--- src/qnv_pkg.sv ---
// ----------------------------------------------------------------------------
// qnv_pkg
// Shared types and character constants for the qualified name validator.
// ----------------------------------------------------------------------------
package qnv_pkg;

	typedef enum logic [2:0] {
		SEC_PREFIX,
		SEC_COLON,
		SEC_NAME,
		SEC_SUFFIX,
		SEC_KEY,
		SEC_VALUE
	} section_t;

	typedef enum logic [3:0] {
		ERR_NONE,
		ERR_EMPTY_PREFIX,
		ERR_PREFIX_CHAR,
		ERR_DOUBLE_ANGLE,
		ERR_NO_SCOPE,
		ERR_EMPTY_NAME,
		ERR_NAME_CHAR,
		ERR_DOUBLE_SQUARE,
		ERR_SUFFIX_CHAR,
		ERR_SUFFIX_AFTER_OPT,
		ERR_MISSING_EQUALS,
		ERR_EMPTY_KEY,
		ERR_KEY_CHAR,
		ERR_EMPTY_VALUE,
		ERR_VALUE_CHAR
	} err_t;

	typedef struct packed {
		logic prefix_ok;
		logic name_ok;
		logic suffix_ok;
		logic key_ok;
		logic value_ok;
	} char_class_t;

	localparam logic [7:0] CH_COLON = 8'h3A;
	localparam logic [7:0] CH_AT    = 8'h40;
	localparam logic [7:0] CH_SEMI  = 8'h3B;
	localparam logic [7:0] CH_EQ    = 8'h3D;
	localparam logic [7:0] CH_COMMA = 8'h2C;
	localparam logic [7:0] CH_LT    = 8'h3C;
	localparam logic [7:0] CH_GT    = 8'h3E;
	localparam logic [7:0] CH_LBRK  = 8'h5B;
	localparam logic [7:0] CH_RBRK  = 8'h5D;

endpackage

--- src/qnv_if.sv ---
// ----------------------------------------------------------------------------
// qnv_if
// Valid/ready request channels for characters in and check results out.
// ----------------------------------------------------------------------------
interface qnv_char_if;
	logic       valid;
	logic       ready;
	logic [7:0] char_in;
	logic       is_last;

	modport source (output valid, output char_in, output is_last, input ready);
	modport sink   (input valid, input char_in, input is_last, output ready);
endinterface

interface qnv_res_if;
	logic       valid;
	logic       ready;
	logic [2:0] section_tag;
	logic       error_seen;
	logic [3:0] error_kind;
	logic       done_res;
	logic       accepted;

	modport source (output valid, output section_tag, output error_seen,
		output error_kind, output done_res, output accepted, input ready);
	modport sink   (input valid, input section_tag, input error_seen,
		input error_kind, input done_res, input accepted, output ready);
endinterface

--- src/qnv_char_class.sv ---
// ----------------------------------------------------------------------------
// qnv_char_class
// Per-section character set membership for one byte.
// ----------------------------------------------------------------------------
module qnv_char_class (
	input  logic [7:0]                c,
	output qnv_pkg::char_class_t      cls
);

	logic alnum;

	assign alnum = (c >= 8'h61 && c <= 8'h7A) || (c >= 8'h41 && c <= 8'h5A) ||
		(c >= 8'h30 && c <= 8'h39);

	// prefix: < > ^ _ * + - ( )
	assign cls.prefix_ok = alnum || (c inside {8'h3C, 8'h3E, 8'h5E, 8'h5F, 8'h2A,
		8'h2B, 8'h2D, 8'h28, 8'h29});
	// name: ( ) [ ] { } | ' , . / ^ _ * + - =
	assign cls.name_ok = alnum || (c inside {8'h28, 8'h29, 8'h5B, 8'h5D, 8'h7B,
		8'h7D, 8'h7C, 8'h27, 8'h2C, 8'h2E, 8'h2F, 8'h5E, 8'h5F, 8'h2A, 8'h2B,
		8'h2D, 8'h3D});
	// suffix: . : - + ( )
	assign cls.suffix_ok = alnum || (c inside {8'h2E, 8'h3A, 8'h2D, 8'h2B, 8'h28,
		8'h29});
	assign cls.key_ok = alnum || (c == 8'h2D);
	// value: + - / . ^ _
	assign cls.value_ok = alnum || (c inside {8'h2B, 8'h2D, 8'h2F, 8'h2E, 8'h5E,
		8'h5F});

endmodule

--- src/qualified_name_validator.sv ---
// ----------------------------------------------------------------------------
// qualified_name_validator
// Streaming grammar check of prefix::name[@suffix][;key=value{,key=value}].
//
// Usage:
//   item   : one character per request (char_in, is_last marks the final one).
//   result : one result per character: section reached, sticky first error,
//            done_res on the final character and the accept verdict with it.
//   An accepted character's result is registered, valid the next cycle. One
//   character is taken every cycle unless the receiver stalls; the section
//   state and the first-error register update in the same cycle it is taken.
//   The result register decouples the sides: item.ready is high whenever the
//   result register is empty or is being taken, so the stream keeps moving
//   while result.ready stays high. If the receiver stalls, the pending result
//   holds and item.ready drops until it is taken.
//   After the final character the checker returns to the prefix section with
//   no error recorded. Reset (arst_n low) does the same and empties the
//   result register.
// ----------------------------------------------------------------------------
module qualified_name_validator (
	input  logic          clk,
	input  logic          arst_n,
	qnv_char_if.sink      item,
	qnv_res_if.source     result
);

	qnv_pkg::section_t    sec_q, sec_d;
	logic                 part_q, part_d;
	logic [7:0]           prev_q;
	qnv_pkg::err_t        err_q, err_d, kind_c, kind_e;
	qnv_pkg::char_class_t cls;
	logic                 valid_q;
	logic                 accept;
	logic [7:0]           c;

	assign c      = item.char_in;
	assign accept = item.valid && item.ready;

	assign item.ready   = !valid_q || result.ready;
	assign result.valid = valid_q;

	qnv_char_class u_class (
		.c   (c),
		.cls (cls)
	);

	always_comb begin
		sec_d  = sec_q;
		part_d = part_q;
		kind_c = qnv_pkg::ERR_NONE;
		kind_e = qnv_pkg::ERR_NONE;
		unique case (sec_q)
			qnv_pkg::SEC_PREFIX: begin
				if (c == qnv_pkg::CH_COLON) begin
					sec_d = qnv_pkg::SEC_COLON;
				end else begin
					if (!cls.prefix_ok)
						kind_c = qnv_pkg::ERR_PREFIX_CHAR;
					else if ((c == qnv_pkg::CH_LT || c == qnv_pkg::CH_GT) && prev_q == c)
						kind_c = qnv_pkg::ERR_DOUBLE_ANGLE;
					part_d = 1'b1;
				end
			end
			qnv_pkg::SEC_COLON: begin
				if (c == qnv_pkg::CH_COLON) begin
					if (!part_q)
						kind_c = qnv_pkg::ERR_EMPTY_PREFIX;
					sec_d  = qnv_pkg::SEC_NAME;
					part_d = 1'b0;
				end else begin
					kind_c = qnv_pkg::ERR_PREFIX_CHAR;
					sec_d  = qnv_pkg::SEC_PREFIX;
					part_d = 1'b1;
				end
			end
			qnv_pkg::SEC_NAME: begin
				if (c == qnv_pkg::CH_AT || c == qnv_pkg::CH_SEMI) begin
					if (!part_q)
						kind_c = qnv_pkg::ERR_EMPTY_NAME;
					sec_d  = (c == qnv_pkg::CH_AT) ? qnv_pkg::SEC_SUFFIX : qnv_pkg::SEC_KEY;
					part_d = 1'b0;
				end else begin
					if (!cls.name_ok)
						kind_c = qnv_pkg::ERR_NAME_CHAR;
					else if ((c == qnv_pkg::CH_LBRK || c == qnv_pkg::CH_RBRK) && prev_q == c)
						kind_c = qnv_pkg::ERR_DOUBLE_SQUARE;
					part_d = 1'b1;
				end
			end
			qnv_pkg::SEC_SUFFIX: begin
				if (c == qnv_pkg::CH_SEMI) begin
					sec_d  = qnv_pkg::SEC_KEY;
					part_d = 1'b0;
				end else if (!cls.suffix_ok) begin
					kind_c = qnv_pkg::ERR_SUFFIX_CHAR;
				end
			end
			qnv_pkg::SEC_KEY: begin
				if (c == qnv_pkg::CH_EQ) begin
					if (!part_q)
						kind_c = qnv_pkg::ERR_EMPTY_KEY;
					sec_d  = qnv_pkg::SEC_VALUE;
					part_d = 1'b0;
				end else begin
					if (c == qnv_pkg::CH_AT)
						kind_c = qnv_pkg::ERR_SUFFIX_AFTER_OPT;
					else if (!cls.key_ok)
						kind_c = qnv_pkg::ERR_KEY_CHAR;
					part_d = 1'b1;
				end
			end
			qnv_pkg::SEC_VALUE: begin
				if (c == qnv_pkg::CH_COMMA) begin
					if (!part_q)
						kind_c = qnv_pkg::ERR_EMPTY_VALUE;
					sec_d  = qnv_pkg::SEC_KEY;
					part_d = 1'b0;
				end else begin
					if (c == qnv_pkg::CH_AT)
						kind_c = qnv_pkg::ERR_SUFFIX_AFTER_OPT;
					else if (!cls.value_ok)
						kind_c = qnv_pkg::ERR_VALUE_CHAR;
					part_d = 1'b1;
				end
			end
			default: begin
			end
		endcase

		// end-of-name checks on the section reached
		if (item.is_last) begin
			if (sec_d == qnv_pkg::SEC_PREFIX || sec_d == qnv_pkg::SEC_COLON)
				kind_e = qnv_pkg::ERR_NO_SCOPE;
			else if (sec_d == qnv_pkg::SEC_NAME && !part_d)
				kind_e = qnv_pkg::ERR_EMPTY_NAME;
			else if (sec_d == qnv_pkg::SEC_KEY)
				kind_e = qnv_pkg::ERR_MISSING_EQUALS;
			else if (sec_d == qnv_pkg::SEC_VALUE && !part_d)
				kind_e = qnv_pkg::ERR_EMPTY_VALUE;
		end

		if (err_q != qnv_pkg::ERR_NONE)
			err_d = err_q;
		else if (kind_c != qnv_pkg::ERR_NONE)
			err_d = kind_c;
		else
			err_d = kind_e;
	end

	always_ff @(posedge clk or negedge arst_n) begin
		if (!arst_n) begin
			sec_q              <= qnv_pkg::SEC_PREFIX;
			part_q             <= 1'b0;
			prev_q             <= 8'h00;
			err_q              <= qnv_pkg::ERR_NONE;
			valid_q            <= 1'b0;
			result.section_tag <= 3'(qnv_pkg::SEC_PREFIX);
			result.error_seen  <= 1'b0;
			result.error_kind  <= 4'(qnv_pkg::ERR_NONE);
			result.done_res    <= 1'b0;
			result.accepted    <= 1'b0;
		end else begin
			if (accept) begin
				valid_q            <= 1'b1;
				result.section_tag <= 3'(sec_d);
				result.error_seen  <= (err_d != qnv_pkg::ERR_NONE);
				result.error_kind  <= 4'(err_d);
				result.done_res    <= item.is_last;
				result.accepted    <= item.is_last && (err_d == qnv_pkg::ERR_NONE);
				if (item.is_last) begin
					sec_q  <= qnv_pkg::SEC_PREFIX;
					part_q <= 1'b0;
					prev_q <= 8'h00;
					err_q  <= qnv_pkg::ERR_NONE;
				end else begin
					sec_q  <= sec_d;
					part_q <= part_d;
					prev_q <= c;
					err_q  <= err_d;
				end
			end else if (result.ready) begin
				valid_q <= 1'b0;
			end
		end
	end

endmodule

--- src/flat_wrapper.sv ---
// flat-port wrapper written by rule: the top's interface ports become plain ports
module qualified_name_validator_flat 
  (clk, arst_n, item_valid, item_char_in, item_is_last, item_ready, result_valid, result_section_tag, result_error_seen, result_error_kind, result_done_res, result_accepted, result_ready);
  qnv_char_if item_i ();
  qnv_res_if result_i ();
  input  logic clk;
  input  logic arst_n;
  input wire logic [$bits(item_i.valid)-1:0] item_valid;
  input wire logic [$bits(item_i.char_in)-1:0] item_char_in;
  input wire logic [$bits(item_i.is_last)-1:0] item_is_last;
  output wire logic [$bits(item_i.ready)-1:0] item_ready;
  output wire logic [$bits(result_i.valid)-1:0] result_valid;
  output wire logic [$bits(result_i.section_tag)-1:0] result_section_tag;
  output wire logic [$bits(result_i.error_seen)-1:0] result_error_seen;
  output wire logic [$bits(result_i.error_kind)-1:0] result_error_kind;
  output wire logic [$bits(result_i.done_res)-1:0] result_done_res;
  output wire logic [$bits(result_i.accepted)-1:0] result_accepted;
  input wire logic [$bits(result_i.ready)-1:0] result_ready;
  assign item_i.valid = item_valid;
  assign item_i.char_in = item_char_in;
  assign item_i.is_last = item_is_last;
  assign item_ready = item_i.ready;
  assign result_valid = result_i.valid;
  assign result_section_tag = result_i.section_tag;
  assign result_error_seen = result_i.error_seen;
  assign result_error_kind = result_i.error_kind;
  assign result_done_res = result_i.done_res;
  assign result_accepted = result_i.accepted;
  assign result_i.ready = result_ready;
  qualified_name_validator u_core (.clk(clk), .arst_n(arst_n), .item(item_i), .result(result_i));
endmodule
--- config.mk ---
export PLATFORM = sky130hd
export DESIGN_NAME = qualified_name_validator_flat
export DESIGN_NICKNAME = d
export VERILOG_FILES = /design/src/qnv_pkg.sv /design/src/qnv_if.sv /design/src/qnv_char_class.sv /design/src/qualified_name_validator.sv /design/src/flat_wrapper.sv
export SDC_FILE = /design/constraint.sdc
export NUM_CORES = 1
export LEC_CHECK = 0
export BUFFER_PORTS_ARGS = -buffer_cell sky130_fd_sc_hd__buf_2
export CORE_ASPECT_RATIO = 0.9
export CORE_MARGIN = 2
export CORE_UTILIZATION = 40
export DETAILED_ROUTE_END_ITERATION = 6
export PLACE_DENSITY = 0.66
export SKIP_LAST_GASP = 1
export SLEW_MARGIN = 25
export SYNTH_ARGS = -nofsm -noshare
export SYNTH_HDL_FRONTEND = slang
export SYNTH_SLANG_ARGS = --single-unit
--- constraint.sdc ---
create_clock -name clk -period 4 [get_ports clk]
set_input_delay 0.8 -clock clk [delete_from_list [all_inputs] [get_ports clk]]
set_output_delay 0.8 -clock clk [all_outputs]
set_load 0.02 [all_outputs]
; ---- Word level (Yosys, flattened, before mapping)
; Index checks and enable logic that the tools add are counted.
[word_totals]
inputBits = 13
ff_bits = 27
output_inout_bits = 12
[classes]
reduce_logical = 34
muxes = 48
n_lt_le_gt_ge = 6
n_eq_ne = 32
[ops]
columns = cell, n
row1 = $eq A8 B6 Y1 const B, 14
row2 = $mux W4, 22
row3 = $eq A8 B7 Y1 const B, 8
row4 = $mux W3, 9
row5 = $pmux W4 S6, 1
row6 = $pmux W3 S6, 1
row7 = $reduce_bool A17 Y1, 1
row8 = $ge A8 B7 Y1 const B, 2
row9 = $le A8 B7 Y1 const B, 2
row10 = $eq A3 B3 Y1 const B, 4
row11 = $logic_or A1 B1 Y1, 12
row12 = $reduce_bool A4 Y1, 3
row13 = $reduce_bool A6 Y1, 2
row14 = $mux W1, 10
row15 = $eq A3 B2 Y1 const B, 3
row16 = $logic_and A1 B1 Y1, 9
row17 = $reduce_bool A9 Y1, 1
row18 = $eq A8 B8 Y1, 1
row19 = $ge A8 B6 Y1 const B, 1
row20 = $le A8 B6 Y1 const B, 1
row21 = $mux W8, 1
row22 = $eq A3 B1 Y1 const B, 2
row23 = $logic_not A3 Y1, 2
row24 = $mux W2, 3
row25 = 4 further kinds, 5

; ---- Depth between registers and ports, before layout
; Gate-level depths: netlist (run 1).
[depth]
ltp_word = 15
mapped_depth = 10

; ---- By module
; From an unflattened synthesis (run 1), not the netlist that was laid out.
[unflattened]
hier_cells = 273
area_unflattened_um2 = 2207.1
[modules_own_cells]
columns = mod, seq_area_each_um2, cells_each, instances, area_each_um2
row1 = qualified_name_validator, 675.6, 219, 1, 1846.8
row2 = qnv_char_class, 0.0, 54, 1, 360.3

; ---- Worst setup path before layout (run 1)
; Ideal clock, no wire load.
[synth_path]
path_kind = input to register
startpoint = input port item_char_in[7]
endpoint = register u_core.result.accepted
setup_time_ps = 122
n_path_buf = 2
path_slack_ps = 999
cell_stages = 10
arrival_time_ps = 2879
cell_sequence = buf_2 > or3b_1 > buf_6 > or4_4 > nand2_2 > a32oi_1 > and3b_1 > a21oi_1 > and4b_1 > a32o_1
[synth_via]
elab_chain_cells = 15
elab_cells_between_ends = 98
cone_classes = order compare (6) / eq/ne (27) / mux (38) / reduce/logical (27)
[synth_lines]
columns = item, line_no
row1 = start: declaration, flat_wrapper.sv:9  ; input wire logic [$bits(item_i.char_in)-1:0] item_char_in;
row2 = $eq A8 B7 Y1 / $eq A8 B6 Y1 (equally long branches), -
row3 = $mux W3 / $logic_or A1 B1 Y1 (equally long branches), "qualified_name_validator.sv:80, qualified_name_validator.sv:77"
row4 = $mux W3 / $mux W1 (equally long branches), qualified_name_validator.sv:77  ; if (c == qnv_pkg::CH_AT || c == qnv_pkg::CH_SEMI) begin
row5 = $pmux W3 S6 / $pmux W1 S6 (equally long branches), qualified_name_validator.sv:52  ; unique case (sec_q)
row6 = $eq A3 B3 Y1 / $logic_not A1 Y1 (equally long branches), "qualified_name_validator.sv:138, qualified_name_validator.sv:134"
row7 = $logic_and A1 B1 Y1, qualified_name_validator.sv:138  ; else if (sec_d == qnv_pkg::SEC_VALUE && !part_d)
row8 = $mux W4, qualified_name_validator.sv:138
row9 = $mux W4, qualified_name_validator.sv:136  ; else if (sec_d == qnv_pkg::SEC_KEY)
row10 = $mux W4, qualified_name_validator.sv:134  ; else if (sec_d == qnv_pkg::SEC_NAME && !part_d)
row11 = $mux W4, qualified_name_validator.sv:132  ; if (sec_d == qnv_pkg::SEC_PREFIX || sec_d == qnv_pkg::SEC_COLON)
row12 = $mux W4, qualified_name_validator.sv:131  ; if (item.is_last) begin
row13 = $mux W4 *, qualified_name_validator.sv:144  ; else if (kind_c != qnv_pkg::ERR_NONE)
row14 = $mux W4 *, qualified_name_validator.sv:142  ; if (err_q != qnv_pkg::ERR_NONE)
row15 = $logic_not A4 Y1 *, qualified_name_validator.sv:169  ; result.accepted <= item.is_last && (err_d == qnv_pkg::ERR_NONE);
row16 = $logic_and A1 B1 Y1 *, qualified_name_validator.sv:169
row17 = end signal: assignment, qualified_name_validator.sv:169
row18 = end: declaration, qnv_if.sv:25  ; output error_kind, output done_res, output accepted, input ready);
; Every way passes the cells marked *; elsewhere a longest branch is shown, timed or not.
; A chain may end at the register's enable or synchronous reset.

; ---- Worst setup path in the final report (run 1)
[layout_path]
startpoint = input port item_char_in[2]
endpoint = register u_core.result.accepted
; The elaborated chain is that of the path after synthesis.

==> results of run 1 <==
## sequential cells by signal, indices dropped and copies added, names as in the netlist
signal                     flops
u_core.err_q                   4
u_core.part_q                  1
u_core.prev_q                  8
u_core.result.accepted         1
u_core.result.done_res         1
u_core.result.error_kind       4
u_core.result.error_seen       1
u_core.result.section_tag      3
u_core.result.valid            1
u_core.sec_q                   3
## path summary, 6_finish.rpt
kind / start / to / slack [ps]
max: item_char_in[2] / u_core.result.accepted / 870
min: u_core.result.error_kind[0] / u_core.result.error_kind[0] / 480
max reg2reg: u_core.sec_q[2] / u_core.result.accepted / 1110
min reg2reg: u_core.result.error_kind[0] / u_core.result.error_kind[0] / 480
max in group asynchronous: arst_n / u_core.err_q[3] / 3090
min in group asynchronous: arst_n / u_core.result.error_seen / 510
## cell type report
cell class	instances	area [µm²]
flip-flops and latches	27	675.6
clock buffers	3	41.29
inverters	7	26.28
multi-input cells	200	1281
fillers	515	2706
well taps	65	81.33
repair buffers	26	135.1
clock inverters	1	7.507
## layout by cell type, fill, tap and decap left out, drive strengths merged, types with 3 or more instances in the layout
cell type,instances
o311a,3
nor2b,5
o31a,3
a21o,5
clkbuf,3
dfrtp,27
nand2,43
nand3,6
nor2,17
nand2b,3
o21ai,13
o31ai,5
buf,26
or3b,3
a31oi,5
a311oi,3
nand4bb,3
nor4,5
nand4b,4
a21oi,13
inv,6
nand3b,9
xor2,8
nor3,4
## stage by stage
| step | power (mW) | area, µm² | worst slack, ps | std cells | hold WS, ps |
|---|---|---|---|---|---|
| floorplan | 0.4671 | 2097 | 999.0 | 256 | 458.3 |
| CTS | 0.6927 | 2248 | 936.2 | 329 | 481.9 |
| global placement | 0.5221 | 2200 | 625.1 | 325 | 451.6 |
| global route | 0.7278 | 2248 | 643.6 | 329 | 517.5 |
| finish | 0.6878 | 2248 | 868.3 | 329 | 475.2 |
| detailed placement | 0.5242 | 2200 | 645.5 | 325 | 457.1 |
## worst register-to-register path: stages, from the launching register on
cell,delay [ps]
dfrtp_1,610
nor2b_1,380
nand2_1,160
o32a_1,360
o311a_1,330
and3_1,160
a311oi_1,390
and4b_1,280
a32o_1,170
## power by group
group | internal (mW) | switching, mW
combinational | 0.0678 | 0.123
sequential | 0.305 | 0.0247
clock | 0.0709 | 0.0971
total | 0.443 | 0.245
## kinds of logic after synthesis
family                   after synthesis  share of synthesized area [%]
AO/OA/AOI/OAI                         70                          24.64
buffers and inverters                 29                          6.682
adder cells (fa/ha/maj)                1                         0.4773
flip-flops                            27                          32.22
XOR/XNOR                               9                          3.759
AND/OR/NAND/NOR                      120                          32.22
## routing by layer
metal / wire, µm / up-vias / global-route usage, %
li1: - / 963 / -
met1: 2632 / 994 / 29.03
met2: 2606 / 77 / 31.94
met3: 346 / 9 / 2.970
met4: 75 / 0 / 5.273
met5: 0 / - / 0
==> impl_metrics.env, run 1 <==
export IMPL_core_rowCount=24
export IMPL_syn_area_per_cell_um2=8.191
export IMPL_grt_max_degree=28
export IMPL_cp_end_kind="flip-flop"
export IMPL_relSlewSlack_pct=55.93
export IMPL_fin_crit_sh_pct=78.29
export IMPL_drtPass1Iterations=4
export IMPL_cp_required_ps=4220
export IMPL_synth_top_area_share_pct=32.22
export IMPL_grt_pass1_vias=1887
export IMPL_crit_path_top_delay_cell="nor4_1"
export IMPL_drtIter0Drc=221
export IMPL_cts_setup_buffers=0
export IMPL_critPathLaunchType="input port"
export IMPL_critPathMaxFanout=19
export IMPL_crit_type="in2reg"
export IMPL_clk_transition_reported_paths_ps=100
export IMPL_dpl_hpwl_um=3870
export IMPL_synth_edf_count=0
export IMPL_final_util_pct=45.38
export IMPL_io_pins=25
export IMPL_start_util_pct=42.32
export IMPL_hp_class="reg2reg"
export IMPL_synth_area_um2=2097
export IMPL_port_buffers=24
export IMPL_netlist_instances=256
export IMPL_layout_area_overhead_vs_synth_pct=7.220
export IMPL_syn_num_nets=269
export IMPL_leakage_nw=0.9242
export IMPL_die_h_um=72.69
export IMPL_overflow=0
export IMPL_cts_sinks=27
export IMPL_via_per_inst=6.210
export IMPL_crit_buf_inv=1
export IMPL_slowest_delay_ps=530
export IMPL_async_flop_share_pct=100.0
export IMPL_drv_cap=0
export IMPL_globalplace_congestion=0.9242
export IMPL_synth_yosys_warnings=0
export IMPL_vdd_drop_max_uv=163.7
export IMPL_wirelength_um=5661
export IMPL_core_region_area_um2=4955
export IMPL_cp_top_family="simple AND/OR/NAND/NOR gates"
export IMPL_ys_top_cells_by_area="dfrtp_1 (32%), nand2_1 (7.5%), xor2_1 (3.3%), nand3b_1 (3.2%), a21oi_1 (3.1%)"
export IMPL_fin_setup_tns_ps=0
export IMPL_clock_latency_ps=280
export IMPL_netlist_top_cells_count="nand2_1 (42), dfrtp_1 (27), nor2_1 (17)"
export IMPL_die_area_um2=5838
export IMPL_avgRoutedWirePerCell_um=17.21
export IMPL_setup_viol=0
export IMPL_grt_antenna_before_repair=0
export IMPL_synth_most_common_cell="nand2_1"
export IMPL_whs_path_depth=2
export IMPL_path_cells="buf_2, xor2_1, nor4_1, nand3_1, o31a_1, and3_1, a311oi_1, and4b_1, a32o_1"
export IMPL_synthFlopType="dfrtp_1"
export IMPL_final_nets=278
export IMPL_cts_buffers=3
export IMPL_cts_hold_buf=0
export IMPL_ys_types=59
export IMPL_rsz0062_at_grt="false"
export IMPL_arrival_ps=3350
export IMPL_status="finished, final reports clean"
export IMPL_synth_top_area_cell="dfrtp_1"
export IMPL_insertedDiodeCount=0
export IMPL_cts_buffer_depth=2
export IMPL_fin_crit_ps=3132
export IMPL_ys_ff_latch=27
export IMPL_layout_drive_gt1_share_pct=14.02
export IMPL_hold_viol_final=0
export IMPL_synth_yosys_seq_area_share_pct=32.22
export IMPL_cts_tree="built"
export IMPL_worst_clock_skew_ps=10.93
export IMPL_post_route_drc_count=0
export IMPL_fmax_ghz=0.3193
export IMPL_reg2reg_depth=8
export IMPL_root_buffer="clkbuf_8"
export IMPL_postCtsResizedCells=0
export IMPL_antenna_left=0
export IMPL_worst_path_stages=9
export IMPL_grt_pass1_wl_um=9370
export IMPL_tightest_slew_ps=652.8
export IMPL_grt_usage_pct=20.17
export IMPL_vias=2043
export IMPL_htreeDepth=1
export IMPL_die_w_um=80.32
export IMPL_powerDensity_nw_per_um2=305.9
export IMPL_drv_slew=0
No activity file was read; power rests on OpenSTA's default activity.
==> inputs of run 2 (changes only) <==
--- a/config.mk
+++ b/config.mk
@@ -5,12 +5,13 @@
 export SDC_FILE = /design/constraint.sdc
 export NUM_CORES = 1
 export LEC_CHECK = 0
+export ABC_AREA = 1
 export BUFFER_PORTS_ARGS = -buffer_cell sky130_fd_sc_hd__buf_2
 export CORE_ASPECT_RATIO = 0.9
 export CORE_MARGIN = 2
 export CORE_UTILIZATION = 40
 export DETAILED_ROUTE_END_ITERATION = 6
-export PLACE_DENSITY = 0.66
+export PLACE_DENSITY = 0.68
 export SKIP_LAST_GASP = 1
 export SLEW_MARGIN = 25
 export SYNTH_ARGS = -nofsm -noshare
==> constraint.sdc (replaced) <==
create_clock -name clk -period 2.83 [get_ports clk]
set_input_delay 0.566 -clock clk [delete_from_list [all_inputs] [get_ports clk]]
set_output_delay 0.566 -clock clk [all_outputs]
set_load 0.02 [all_outputs]
==> run 2 against run 1 <==
  * Synthesized area increased by 4.1%
  * Cell count increased by 33%
  * Count of clock-buffer cells in the layout unchanged
  * Critical endpoint is now u_core.result.error_seen
==> impl_metrics.env, run 2 <==
export IMPL_synthFlopType="dfrtp_1"
export IMPL_ys_types=31
export IMPL_via_per_inst=5.128
export IMPL_grtUsageMet3_pct=1.092
export IMPL_synth_yosys_warnings=0
export IMPL_postCtsResizedCells=0
export IMPL_drtPass1Iterations=6
export IMPL_wirelength_um=5349
export IMPL_largest_reg_flops=8
export IMPL_layout_drive_gt1_share_pct=22.22
export IMPL_fin_setup_tns_ps=0
export IMPL_critPathLaunch="item_char_in[1]"
export IMPL_multiInputGateArea_um2=1270
export IMPL_grt_antenna_before_repair=0
export IMPL_grtUsageMet2_pct=28.27
export IMPL_dpl_hpwl_um=4251
export IMPL_insertedDiodeCount=0
export IMPL_synth_area_um2=2182
export IMPL_grt_max_degree=28
export IMPL_syn_num_nets=357
export IMPL_vias=2236
export IMPL_grt_pass1_wl_um=9080
export IMPL_io_pins=25
export IMPL_leakage_nw=1.316
export IMPL_tightest_slew_ps=728.7
export IMPL_arrival_ps=2470
export IMPL_regArea_um2=675.6
export IMPL_whs_ps=289.1
export IMPL_syn_area_per_cell_um2=6.343
export IMPL_top_regs="u_core.prev_q x8, u_core.err_q x4, u_core.result.error_kind x4"
export IMPL_avgRoutedWirePerCell_um=12.27
export IMPL_netlist_top_cells_count="nand2_1 (101), inv_1 (41), nor2_1 (40)"
export IMPL_core_rowCount=25
export IMPL_drtIter0Drc=199
export IMPL_globalplace_congestion=0.9037
export IMPL_fin_cells=436
export IMPL_final_common_cell="nand2_1"
export IMPL_clock_latency_ps=280
export IMPL_fin_crit_ps=2297
export IMPL_synth_top_area_cell="dfrtp_1"
export IMPL_worst_clock_skew_ps=4.447
export IMPL_grtUsageMet1_pct=30.26
export IMPL_dp_cells=432
export IMPL_core_region_area_um2=5255
export IMPL_hp_class="in2async"
export IMPL_overflow=0
export IMPL_fin_crit_sh_pct=81.18
export IMPL_clk_transition_reported_paths_ps=100
export IMPL_cts_tree="built"
export IMPL_critPathLaunchType="input port"
export IMPL_antenna_left=0
export IMPL_cts_buffer_depth=2
export IMPL_synth_edf_count=0
export IMPL_post_route_drc_count=0
export IMPL_ys_top_cells_by_area="dfrtp_1 (31%), nand2_1 (17%), inv_1 (7.1%), nor2_1 (6.9%), nand3_1 (5.7%)"
export IMPL_cts_buffers=3
export IMPL_async_flop_share_pct=100.0
export IMPL_port_buffers=24
export IMPL_rsz0062_at_grt="false"
export IMPL_relSlewSlack_pct=51.37
export IMPL_powerDensity_nw_per_um2=384.9
export IMPL_ys_ff_latch=27
export IMPL_cp_required_ps=3010
export IMPL_netlist_instances=344
export IMPL_cp_end_kind="flip-flop"
export IMPL_cts_setup_buffers=0
export IMPL_grt_usage_pct=18.96
export IMPL_die_h_um=74.07
export IMPL_drv_cap=0
export IMPL_vdd_drop_max_uv=234.6
export IMPL_synth_top_area_share_pct=30.96
export IMPL_htreeDepth=1
export IMPL_drv_slew=0
export IMPL_status="finished, final reports clean"
export IMPL_cts_sinks=27
export IMPL_busiest_layer="met1"
export IMPL_die_w_um=81.86
export IMPL_cts_hold_buf=0
export IMPL_root_buffer="clkbuf_8"
export IMPL_start_util_pct=41.52
export IMPL_grt_pass1_vias=1954
export IMPL_synth_yosys_seq_area_share_pct=30.96
export IMPL_layout_common_cells="nand2_1 (101), inv_1 (41), nor2_1 (40)"
export IMPL_final_nets=383
export IMPL_synth_most_common_cell="nand2_1"
export IMPL_setup_viol=0
export IMPL_fmax_ghz=0.4353
export IMPL_fillCellCount=550
export IMPL_hold_viol_final=0
export IMPL_crit_type="in2reg"
export IMPL_die_area_um2=6063
export IMPL_r2r_start="u_core.sec_q[1]"
export IMPL_layout_area_overhead_vs_synth_pct=10.72
export IMPL_critPathMaxFanout=8
export IMPL_max_flop_register="u_core.prev_q"
-- run 2: cell count changes in the layout (fill, tap and decap cells not counted), sizes merged, moves of 6 or more --
cell	previous run	this run
o21ai	13	22
nor2	17	54
nand3b	9	0
nand3	6	29
nand2	43	114
a21oi	13	7
inv	6	56
xor2	8	0
-- run 2: per-layer routing --
metal	wire, µm	vias up
met4	63	0
met5	0	-
met3	263	7
met2	2275	75
li1	-	1144
met1	2748	1010
-- run 2: path summary, 6_finish.rpt --
kind,to,slack [ps],cells past startpoint
max,u_core.result.error_seen,530,21
min,u_core.prev_q[1],290,1
max reg2reg,u_core.result.error_seen,700,15
min reg2reg,u_core.result.error_kind[1],480,2
max in group asynchronous,u_core.result.error_kind[0],2140,1
min in group clk,u_core.result.error_kind[1],480,2
-- run 2: worst max-delay path, stage by stage --
cell	delay, ps
buf_2	150
inv_2	130
nand2_1	130
nor2_1	140
nand2_1	60
nand2_1	50
inv_1	40
nand2_2	80
nand2_2	80
inv_2	70
nand3_1	150
a21oi_2	170
nor2_2	60
nand3_1	70
nand2_1	50
nand2_1	70
nand2_1	80
nor2_1	140
nand2_1	60
nand2_1	50
nand2_1	60
-- run 2: per-stage QoR --
stage	util [%]	setup slack (ps)	power (mW)	instance area [µm²]
floorplan	-	625.9	0.6280	2182
global placement	45.05	258.8	0.7072	2367
detailed placement	45.05	257.2	0.7096	2367
CTS	45.98	562.1	0.9374	2416
global route	45.98	301.7	0.9857	2416
finish	45.98	532.5	0.9300	2416
-- run 2: cell type report --
cell class              instances  area share [%]
multi-input cells             257           52.56
flip-flops and latches         27           27.96
inverters                      56           8.700
repair buffers                 25           5.282
well taps                      67           3.470
clock buffers                   3           1.709
clock inverters                 1          0.3107
-- run 2: cells by family (layout without fill, tap and decap cells) --
group                  after synthesis  in the layout  synth area share (%)
AND/OR/NAND/NOR                    213            213                 46.16
AO/OA/AOI/OAI                       41             41                 10.84
flip-flops                          27             27                 30.96
XOR/XNOR                             3              3                 1.204
buffers and inverters               60             85                 10.84
-- run 2: power by group --
| part | internal (mW) | switching [mW] |
|---|---|---|
| sequential | 0.426 | 0.0245 |
| clock | 0.100 | 0.126 |
| combinational | 0.0799 | 0.173 |
==> inputs of run 3 (changes only) <==
==> constraint.sdc (replaced) <==
create_clock -name clk -period 2 [get_ports clk]
set_input_delay 0.4 -clock clk [delete_from_list [all_inputs] [get_ports clk]]
set_output_delay 0.4 -clock clk [all_outputs]
set_load 0.02 [all_outputs]
==> run 3 against run 2 <==
  * Hold slack got worse by 180 ps
  * The run now ends with setup timing left
  * Sequential share of layout area decreased by 7.0 points
  * Count of clock-buffer cells in the layout unchanged
  * Sequential power increased by 42%
  * Non-clock buffer count increased by 60
  * Cell count increased by 14%
  * Core utilization increased by 16 points
  * Clock skew about the same
  * Cell area increased by 34%
  * Routed wire length increased by 25%
  * Critical endpoint is now u_core.result.accepted
  * Global-route usage increased by 3.0 points
  * Register-to-register slack got worse by 770 ps
==> impl_metrics.env, run 3 (same netlist as run 2, synthesis figures left out) <==
export IMPL_sw_frac_of_total_pct=35.56
export IMPL_tightest_slew_ps=857.5
export IMPL_via_per_inst=5.183
export IMPL_htreeDepth=1
export IMPL_p_total_mw=1.441
export IMPL_whs_ps=113.6
export IMPL_powerDensity_nw_per_um2=444.4
export IMPL_hp_class="in2async"
export IMPL_max_flop_register="u_core.prev_q"
export IMPL_drv_slew=0
export IMPL_met2_length_um=3169
export IMPL_r2r_start="u_core.sec_q[1]"
export IMPL_grt_pass1_wl_um=10450
export IMPL_crit_type="reg2reg"
export IMPL_cp_required_ps=2180
export IMPL_rsz0062_at_grt="true"
export IMPL_hold_viol_final=0
export IMPL_cts_buffer_depth=2
export IMPL_avgRoutedWirePerCell_um=13.48
export IMPL_final_area_um2=3243
export IMPL_globalplace_congestion=0.9267
export IMPL_die_w_um=81.86
export IMPL_final_nets=443
export IMPL_relSlewSlack_pct=42.31
export IMPL_layout_drive_gt1_share_pct=45.22
export IMPL_internal_power_mw=0.9288
export IMPL_port_buffers=24
export IMPL_finalWorstSetupSlack_ps=-67.56
export IMPL_critPathLaunchType="flip-flop"
export IMPL_vdd_drop_max_uv=425.2
export IMPL_overflow=0
export IMPL_fillCellCount=446
export IMPL_regArea_um2=679.4
export IMPL_clk_transition_reported_paths_ps=100
export IMPL_placed_cell_area_um2=2713
export IMPL_combPwrFrac_pct=33.3
export IMPL_drt_met1_wl_um=3051
export IMPL_layout_common_cells="nand2_1 (88), buf_4 (57), inv_1 (37)"
export IMPL_io_pins=25
export IMPL_violations="setup timing"
export IMPL_fin_cells=496
export IMPL_core_rowCount=25
export IMPL_largest_reg_flops=8
export IMPL_seqPwrFrac_pct=44.2
export IMPL_worst_clock_skew_ps=4.426
export IMPL_top_regs="u_core.prev_q x8, u_core.err_q x4, u_core.result.error_kind x4"
export IMPL_drv_cap=0
export IMPL_drtIter0Drc=166
export IMPL_core_region_area_um2=5255
export IMPL_post_place_ws_ps=-387.0
export IMPL_reg2reg_depth=15
export IMPL_start_util_pct=41.52
export IMPL_clkPwrFrac_pct=22.5
export IMPL_dpl_hpwl_um=4611
export IMPL_regToRegEndpoint="u_core.result.accepted"
export IMPL_die_h_um=74.07
export IMPL_post_route_drc_count=0
export IMPL_r2r_slack_ps=-70
export IMPL_drtPass1Iterations=6
export IMPL_final_common_cell="nand2_1"
export IMPL_layout_area_overhead_vs_synth_pct=48.62
export IMPL_fmax_ghz=0.4837
export IMPL_grt_usage_pct=21.96
export IMPL_antenna_left=0
export IMPL_die_area_um2=6063
export IMPL_top_layer_used="met4"
export IMPL_cts_tree="built"
export IMPL_setup_viol=6
export IMPL_final_util_pct=61.71
export IMPL_insertedDiodeCount=0
export IMPL_fin_crit_ps=2068
export IMPL_leakage_nw=1.664
export IMPL_status="finished, violations left"
export IMPL_grt_max_degree=28
export IMPL_multiInputGateArea_um2=1519
export IMPL_cp_end_kind="flip-flop"
export IMPL_switchingPower_mw=0.5126
export IMPL_vias=2571
export IMPL_arrival_ps=2240
export IMPL_root_buffer="clkbuf_8"
export IMPL_dp_cells=477
export IMPL_cts_buffers=3
export IMPL_cts_sinks=27
export IMPL_fin_crit_sh_pct=103.4
export IMPL_wirelength_um=6684
export IMPL_grt_pass1_vias=2239
export IMPL_wl_met3_um=360
export IMPL_critPathMaxFanout=5
export IMPL_clock_latency_ps=280
export IMPL_grt_antenna_before_repair=0
export IMPL_fin_setup_tns_ps=-169.0
-- run 3: changes by cell type in the layout (fill, tap and decap cells not counted), moves of 5 or more --
cell / delta
nand3_2: +8
buf_4: +56
nor2_1: -16
inv_2: -6
nor2_4: +7
inv_4: +7
nand2_1: -13
nand2_2: +8
nor2_2: +9
buf_6: +5
nor3_4: +5
buf_2: -7
nand3_1: -8
-- run 3: worst max-delay path, cell delays in order, from the launching register on --
cell	delay [ps]
dfrtp_2	480
inv_4	120
nor3_4	50
buf_4	120
nand2_1	70
nand2_2	70
nor3_2	210
nand3_1	140
a21oi_2	160
nand3_2	80
nand2_1	80
nand2_2	60
nand2_2	120
nor2_4	40
nand3_1	70
nand2_1	60
-- run 3: what timing repair did --
action,4_1_cts,5_1_grt
resized for setup,37,68
hold buffers,0,0
setup buffers,8,8
endpoints found under the setup margin,4,10
pin swaps,22,30
-- run 3: cell type report --
type / count / share of cell area [%]
flip-flops and latches: 27 / 20.95
multi-input cells: 257 / 46.84
repair buffers: 85 / 20.56
inverters: 56 / 7.562
clock buffers: 3 / 1.273
clock inverters: 1 / 0.2315
well taps: 67 / 2.585
-- run 3: power by group through the flow --
| stage | Combinational (mW) | Sequential [mW] | Clock [mW] |
|---|---|---|---|
| 4_1_cts | 0.428 | 0.636 | 0.329 |
| 2_1_floorplan | 0.211 | 0.680 | 0 |
| 6_report | 0.479 | 0.637 | 0.325 |
| 5_1_grt | 0.527 | 0.644 | 0.354 |
| 3_3_place_gp | 0.399 | 0.645 | 0 |
| 3_5_place_dp | 0.402 | 0.646 | 0 |
-- run 3: how the worst max path moves through the flow --
stage                    startpoint                       end  slack, ps  depth (start not counted)
floorplan           item_char_in[1]  u_core.result.error_seen          6                         21
global placement    item_char_in[7]    u_core.result.accepted       -360                         19
detailed placement  item_char_in[7]    u_core.result.accepted       -390                         19
CTS                 item_char_in[1]  u_core.result.error_seen          2                         19
global route        item_char_in[4]  u_core.result.error_seen       -170                         21
finish              u_core.sec_q[1]    u_core.result.accepted        -70                         15
-- run 3: layer usage --
| layer | track usage (%) | vias up |
|---|---|---|
| li1 | - | 1267 |
| met2 | 32.97 | 82 |
| met1 | 33.13 | 1213 |
| met5 | 0 | - |
| met3 | 2.913 | 9 |
| met4 | 6.111 | 0 |
